==> src/rtl/tcw_pkg.sv <==
// Shared types and constants of the text console writer.
package tcw_pkg;

	// Operation codes carried in the input tuser field
	typedef enum logic [1:0] {
		OP_PUT   = 2'd0,
		OP_READ  = 2'd1,
		OP_CLEAR = 2'd2,
		OP_NOP   = 2'd3
	} op_t;

	// Controller states
	typedef enum logic [2:0] {
		ST_IDLE,
		ST_COPY,
		ST_FILL,
		ST_RESP
	} state_t;

	// Character codes
	localparam logic [7:0] NEWLINE_CODE = 8'd10;
	localparam logic [7:0] BLANK_CODE   = 8'd32;

	// Controller to datapath
	typedef struct packed {
		logic accept;
		logic copy_step;
		logic fill_step;
		logic load_out;
	} ctrl_cmd_t;

	// Datapath to controller
	typedef struct packed {
		logic put_scroll;
		logic copy_last;
		logic fill_last;
		logic out_free;
	} dp_status_t;

endpackage

==> src/rtl/tcw_ctrl.sv <==
// Controller: sequences accept, scroll copy, blank fill and result hand-off.
module tcw_ctrl (
	input  logic                clk,
	input  logic                arst_n,
	input  logic                in_valid,
	input  tcw_pkg::op_t        in_op,
	output logic                in_ready,
	input  tcw_pkg::dp_status_t status,
	output tcw_pkg::ctrl_cmd_t  cmd
);
	import tcw_pkg::*;

	state_t state_q;
	state_t state_d;

	// State register
	always_ff @(posedge clk or negedge arst_n) begin
		if (!arst_n) begin
			state_q <= ST_IDLE;
		end else begin
			state_q <= state_d;
		end
	end

	// Next state and commands
	always_comb begin
		state_d       = state_q;
		in_ready      = 1'b0;
		cmd.accept    = 1'b0;
		cmd.copy_step = 1'b0;
		cmd.fill_step = 1'b0;
		cmd.load_out  = 1'b0;
		unique case (state_q)
			ST_IDLE: begin
				in_ready   = 1'b1;
				cmd.accept = in_valid;
				if (in_valid) begin
					if (in_op == OP_CLEAR) begin
						state_d = ST_FILL;
					end else if (in_op == OP_PUT && status.put_scroll) begin
						state_d = ST_COPY;
					end else begin
						state_d = ST_RESP;
					end
				end
			end
			ST_COPY: begin
				cmd.copy_step = 1'b1;
				if (status.copy_last) begin
					state_d = ST_FILL;
				end
			end
			ST_FILL: begin
				cmd.fill_step = 1'b1;
				if (status.fill_last) begin
					state_d = ST_RESP;
				end
			end
			ST_RESP: begin
				cmd.load_out = status.out_free;
				if (status.out_free) begin
					state_d = ST_IDLE;
				end
			end
			default: begin
				state_d = ST_IDLE;
			end
		endcase
	end

endmodule

==> config.mk <==
export PLATFORM = sky130hd
export DESIGN_NAME = tcw_ctrl
export DESIGN_NICKNAME = d
export VERILOG_FILES = /design/src/rtl/tcw_pkg.sv /design/src/rtl/tcw_ctrl.sv
export SDC_FILE = /design/constraint.sdc
export NUM_CORES = 1
export LEC_CHECK = 0
export ABC_AREA = 1
export BUFFER_PORTS_ARGS = -buffer_cell sky130_fd_sc_hd__buf_4
export CORE_AREA = 2 2 39 41
export CTS_BUF_LIST = sky130_fd_sc_hd__clkbuf_4 sky130_fd_sc_hd__clkbuf_8
export DETAILED_ROUTE_END_ITERATION = 8
export DIE_AREA = 0 0 41 43
export HOLD_SLACK_MARGIN = 0.05
export SETUP_SLACK_MARGIN = 0.1
export SYNTH_ARGS = -nofsm -noshare
export SYNTH_HDL_FRONTEND = slang
export SYNTH_SLANG_ARGS = --single-unit
==> constraint.sdc <==
create_clock -name clk -period 1.6 [get_ports clk]
set_input_delay 0.24 -clock clk [delete_from_list [all_inputs] [get_ports clk]]
set_output_delay 0.24 -clock clk [all_outputs]
set_load 0.01 [all_outputs]
==> qor.csv, run 1 <==
stage,metric,value,unit
cells_and_area,final net count,73,
floorplanning,chip height,43,um
critical_path,CP required,1360,ps
yosys,Synth Area in Adders,24.8,%
clock_tree,clock sink count,2,
yosys,syn_area_per_cell,6.32,um2
placed_design,pre-CTS setup slack,299,ps
job,maxcap violations,0,
clock_tree,clk slew on worst S/H paths,30,ps
sta,final hold viol count,0,
critical_path,critical path arrival,1160,ps
global_routing,number of global-route vias before repair,246,
floorplanning,initial core utilization,18.3,%
sta,RSZ-0062 raised after global routing,false,
detailed_routing,via count,269,
yosys,"Seq/Total Area, Yosys",19.8,%
sta,Slew Limit Fails,0,
clock_tree,CTS Buf Count,3,
global_routing,GR Overflow Total,0,
sta,max_slew headroom,89.6,%
sta,clk_skew,0.946,ps
critical_path,Setup CP Type,reg -> out,
cells_and_area,max FFs per register,2,
critical_path,CP max stage cell,dfrtp_2,
detailed_routing,DRC viols,0,
floorplanning,row count,14,
power_and_ir_drop,Sw Ratio,44.5,%
placed_design,hpwl dp,418,um
cells_and_area,# diodes,0,
critical_path,Max stage delay on crit path,430,ps
cells_and_area,top flop regs,state_q: 2 flops,
yosys,mux cell area share after synthesis,0,%
detailed_routing,vias per cell,3.68,
sta,final worst slack,196,ps
yosys,YS warnings,0,
yosys,top cell type's share of synthesized area,24.8,%
yosys,"area leader, netlist",ha_1,
yosys,Seq cells post-synth,2,
sta,final count of negative-setup-slack endpoints,0,
critical_path,CP most frequent cell,inv_1,
detailed_routing,DR WL/cell,7.38,um
yosys,Synth area leaders,"ha_1 (25%), dfrtp_1 (20%), nand2_1 (18%), inv_1 (16%), nand2_2 (7.4%)",
yosys,Post-Syn Nets,54,
global_routing,routing usage on met3,4.71,%
global_routing,global-route wire length before repair,938,um
yosys,Synth Area in XOR/XNOR,0,%
power_and_ir_drop,Comb pwr share,63.5,%
yosys,most common cell in the netlist,nand2_1,
yosys,Netlist cell types,9,
yosys,async set-or-reset flop fraction in the synthesized netlist,100,%
critical_path,critical path cell sequence,"inv_1, ha_2, nand2_1, inv_1, buf_4",
cells_and_area,Biggest register,state_q,
yosys,"EDFF count, synth",0,
sta,final worst-path cycle share,87.8,%
power_and_ir_drop,Pwr Density,1570,nW/um2
hold_path,hold crit path type,in -> async,
detailed_routing,DRT Wirelength,539,um
global_routing,GRT Overall Usage,8.63,%
global_routing,M2 GR Usage,11.6,%
yosys,synth cell count leaders,"nand2_1 (12), inv_1 (11), ha_1 (5), nand2_2 (3), o21ai_0 (3)",
floorplanning,die width,41,um
power_and_ir_drop,Psw,0.000285,W
clock_tree,TritonCTS clock tree,built,
global_routing,largest net degree at the start of global routing,7,
run_status,outcome,completed,
yosys,Syn Inst Count,40,
detailed_routing,final antenna-violating net count,0,
critical_path,CP max FO,6,
power_and_ir_drop,worst vdd ir,605,uV
floorplanning,area of the core,1380,um2
floorplanning,I/O pin total,14,
power_and_ir_drop,Clock Power Share,17.2,%
cells_and_area,synthesis-to-finish area growth,61.4,%
clock_tree,Root Buffer,clkbuf_4,
yosys,largest family of logic cells by synthesized area,simple AND/OR/NAND/NOR gates,
floorplanning,die area,1760,um2
sta,Worst Tran Pin Value,155,ps
clock_tree,H-tree levels,1,
critical_path,worst path bufs/invs,3,
cells_and_area,layout cells sized above 1,42.1,%
yosys,ys flop type,dfrtp_1,
sta,fmax,712,MHz
detailed_routing,Iteration-0 DRC Markers,3,
global_routing,Global Route met1 Usage,9.00,%
placed_design,routability cong.,0.666,
global_routing,initial antenna violation count,0,
global_routing,GR peak layer,met2,
sta,minimum clock period,1400,ps
clock_tree,clock buffer depth,2,
detailed_routing,Pre-antenna DRT Iters,4,
sta,total negative slack,0,ps
yosys,Synth Area in Compound Gates,5.94,%
critical_path,Worst setup EP type,primary output,
power_and_ir_drop,Int Pwr,0.000355,W
yosys,"Cell Area, Synth",253,um2
yosys,Synth Area in Simple Gates,33.2,%
power_and_ir_drop,Static Leakage,0.252,nW
placed_design,IO Port Bufs,13,
power_and_ir_drop,sequential share of power,19.3,%
critical_path,CP startpoint kind,flop,
clock_tree,latest clock arrival within the worst-skew pair,220,ps
critical_path,family with the most delay on the worst path,flip-flops,
[metal layers]
metal	vias to the layer above	routed length, um
li1	150	-
met1	109	239
met2	10	261
met3	0	38
met4	0	0
met5	-	0
[worst register-to-register path: stages (launching register included)]
cell,delay (ps)
dfrtp_2,400
inv_1,80
ha_1,210
nand2_1,80
nand2_2,70
o21ai_0,170
nand2_1,80
[logic make-up (layout without fill, tap and decap cells)]
group,Yosys count,count (layout)
DFF,2,2
buffers and inverters,11,28
and+or+nand+nor,19,19
adders and majority gates,5,5
AOI/OAI and AO/OA,3,3
[per-stage QoR]
| step | area [um2] | utilization, % | cells | hold WS, ps | power, W |
|---|---|---|---|---|---|
| global placement | 370 | 26.8 | 69 | 24.7 | 0.000513 |
| floorplan | 253 | - | 40 | -55.6 | 0.000375 |
| detailed placement | 370 | 26.8 | 69 | 24.1 | 0.000522 |
| global route | 408 | 29.5 | 73 | 345 | 0.000735 |
| finish | 408 | 29.5 | 73 | 353 | 0.000640 |
| CTS | 403 | 29.1 | 73 | 327 | 0.000643 |
[layout by cell type, fill, tap and decap left out]
master	Yosys	routed
buf_4	0	13
nand2_1	12	12
inv_1	11	10
ha_1	5	4
nand2_2	3	3
o21ai_0	3	3
clkbuf_4	0	3
nand3_1	2	2
dfrtp_2	0	2
inv_2	0	1
nor2_1	1	1
nor2_2	1	1
ha_2	0	1
dlygate4sd3_1	0	1
[layout make-up]
type	count	area, um2
clock buffers	3	22.5
fillers	168	976
inverters	11	41.3
multi-input cells	27	164
flip-flops and latches	2	52.6
well taps	16	20.0
repair buffers	14	108
[path summary, 6_finish.rpt]
check | to | slack [ps] | cells past startpoint | startpoint
setup / recovery | cmd[3] | 200 | 5 | state_q[0]
hold / removal | state_q[0] | 350 | 2 | arst_n
setup reg to reg | state_q[1] | 400 | 6 | state_q[0]
hold reg to reg | state_q[0] | 600 | 2 | state_q[0]
max in group asynchronous | state_q[1] | 1150 | 2 | arst_n
min in group clk | state_q[1] | 390 | 6 | status[3]
[power by group through the flow]
stage	sequential [W]	combinational [W]	clock, W
after floorplan	0.000106	0.000268	0
after global placement	0.000115	0.000398	0
after detailed placement	0.000118	0.000404	0
after CTS	0.000117	0.000407	0.000118
after global routing	0.000130	0.000478	0.000126
final	0.000124	0.000407	0.000110
[timing repair]
action | in CTS | in global routing
buffers inserted | 0 | 0
gates resized for setup | 0 | 4
hold endpoints to repair | 2 | 0
hold buffers | 1 | 0
endpoints found under the setup margin | 0 | 1
(Power assumes the default switching activity.)
==> run 2: changes to the inputs <==
--- a/config.mk
+++ b/config.mk
@@ -12,6 +12,7 @@
 export DETAILED_ROUTE_END_ITERATION = 8
 export DIE_AREA = 0 0 41 43
 export HOLD_SLACK_MARGIN = 0.05
+export RECOVER_POWER = 100
 export SETUP_SLACK_MARGIN = 0.1
 export SYNTH_ARGS = -nofsm -noshare
 export SYNTH_HDL_FRONTEND = slang
==> run 2 against run 1 <==
Compared with the run above: setup slack got worse by 16 ps; clock power barely moved; count of clock-buffer cells in the layout did not move; largest cell class unchanged.
==> qor.csv, run 2 (same netlist as run 1, synthesis figures left out) <==
stage,metric,value,unit
critical_path,critical path arrival,1180,ps
cells_and_area,top flop regs,state_q: 2 flops,
cells_and_area,Biggest register,state_q,
sta,max_slew headroom,87.0,%
power_and_ir_drop,worst vdd ir,602,uV
clock_tree,clock buffer depth,2,
cells_and_area,synthesis-to-finish area growth,55.0,%
detailed_routing,via count,271,
detailed_routing,DRC viols,0,
sta,total negative slack,0,ps
clock_tree,Root Buffer,clkbuf_4,
hold_path,hold crit path type,in -> async,
critical_path,family with the most delay on the worst path,flip-flops,
detailed_routing,vias per cell,3.71,
critical_path,Max stage delay on crit path,430,ps
detailed_routing,DRT Wirelength,540,um
floorplanning,die width,41,um
job,maxcap violations,0,
cells_and_area,fin util,28.3,%
critical_path,Worst setup EP type,primary output,
cells_and_area,Layout Cells excl Fill,73,
power_and_ir_drop,Static Leakage,0.243,nW
clock_tree,clock sink count,2,
cells_and_area,final instance area,392,um2
cells_and_area,final net count,73,
sta,final worst-path cycle share,88.8,%
placed_design,hpwl dp,418,um
run_status,outcome,completed,
global_routing,GR Overflow Total,0,
critical_path,worst path bufs/invs,3,
detailed_routing,Iteration-0 DRC Markers,3,
sta,minimum clock period,1420,ps
clock_tree,CTS Buf Count,3,
critical_path,CP max stage cell,dfrtp_1,
floorplanning,die area,1760,um2
floorplanning,I/O pin total,14,
sta,Slew Limit Fails,0,
critical_path,CP required,1360,ps
placed_design,Area after DPL,370,um2
cells_and_area,# diodes,0,
floorplanning,initial core utilization,18.3,%
cells_and_area,max FFs per register,2,
clock_tree,Post-CTS Repair Setup Buffers,0,
sta,clk_skew,0.983,ps
sta,final hold viol count,0,
global_routing,global-route wire length before repair,938,um
detailed_routing,DR WL/cell,7.40,um
clock_tree,H-tree levels,1,
placed_design,Inst Count DP,69,
sta,Worst Tran Pin Value,195,ps
clock_tree,latest clock arrival within the worst-skew pair,220,ps
sta,final count of negative-setup-slack endpoints,0,
floorplanning,area of the core,1380,um2
clock_tree,clk slew on worst S/H paths,30,ps
detailed_routing,Pre-antenna DRT Iters,4,
floorplanning,row count,14,
power_and_ir_drop,Pwr Density,1570,nW/um2
critical_path,critical path cell sequence,"inv_1, ha_2, nand2_1, inv_1, buf_4",
detailed_routing,final antenna-violating net count,0,
placed_design,IO Port Bufs,13,
global_routing,GRT Overall Usage,8.63,%
global_routing,number of global-route vias before repair,246,
cells_and_area,multi-input logic area,161,um2
sta,fmax,704,MHz
sta,RSZ-0062 raised after global routing,false,
critical_path,Setup CP Type,reg -> out,
critical_path,CP startpoint kind,flop,
global_routing,largest net degree at the start of global routing,7,
floorplanning,chip height,43,um
cells_and_area,Seq. cell area,50.0,um2
cells_and_area,"commonest cells after routing, fill and taps aside","nand2_1 (13), inv_1 (10), buf_4 (10), ha_1 (4)",
placed_design,routability cong.,0.666,
cells_and_area,"most common cell after layout, fill and taps aside",nand2_1,
cells_and_area,layout cells sized above 1,31.6,%
clock_tree,TritonCTS clock tree,built,
global_routing,initial antenna violation count,0,
critical_path,CP max FO,6,
cells_and_area,filler cell count,165,
critical_path,CP most frequent cell,inv_1,
run 2: changes by cell type in the layout (fill, tap and decap cells not counted):
cell      before  now
buf_4         13   10
clkbuf_1       0    3
dfrtp_1        0    2
dfrtp_2        2    0
nand2_1       12   13
nand2_2        3    2
run 2: per-layer routing:
layer / vias up / routed length [um] / GRT usage, % / share of wire (%)
met3: 0 / 37 / 4.71 / 6.9
met5: - / 0 / 0 / 0
met1: 111 / 242 / 9.00 / 45
li1: 150 / - / - / -
met4: 0 / 0 / 8.00 / 0
met2: 10 / 259 / 11.6 / 48
run 2: metrics by stage:
step	total power [W]	hold slack, ps	setup slack, ps
final	0.000613	352	180
after global routing	0.000709	348	92.7
after CTS	0.000643	327	121
after detailed placement	0.000522	24.1	299
after global placement	0.000513	24.7	338
after floorplan	0.000375	-55.6	408
run 2: layout make-up:
class,instances,share of cell area (%)
Sequential cell,2,12.8
Clock buffer,3,5.75
Tap cell,16,5.11
Multi-Input combinational cell,27,41.2
Inverter,11,10.5
Timing Repair Buffer,14,24.6
run 2: path summary, 6_finish.rpt:
check | start | endpoint | slack (ps) | depth (start not counted)
max | state_q[0] | cmd[3] | 180 | 5
min | arst_n | state_q[0] | 350 | 2
max reg2reg | state_q[0] | state_q[1] | 340 | 6
min reg2reg | state_q[0] | state_q[0] | 640 | 2
max in group asynchronous | arst_n | state_q[1] | 1120 | 2
min in group clk | status[3] | state_q[1] | 390 | 6
run 2: worst register-to-register path, delay by kind of cell (launching register included):
family	cells	cell delay (ps)
buf+inv	1	90
flops	1	430
fa+ha+maj	1	210
simple gates	3	230
compound gates	1	180
run 2: repair_timing:
item | in CTS | in global routing
endpoints found under the hold margin | 2 | 0
hold buffers | 1 | 0
setup endpoints to repair | 0 | 1
resized for setup | 0 | 4
run 2: power breakdown:
| part | internal, W | switching (W) |
|---|---|---|
| combinational | 0.000170 | 0.000214 |
| sequential | 0.0000788 | 0.0000399 |
| clock | 0.0000827 | 0.0000275 |
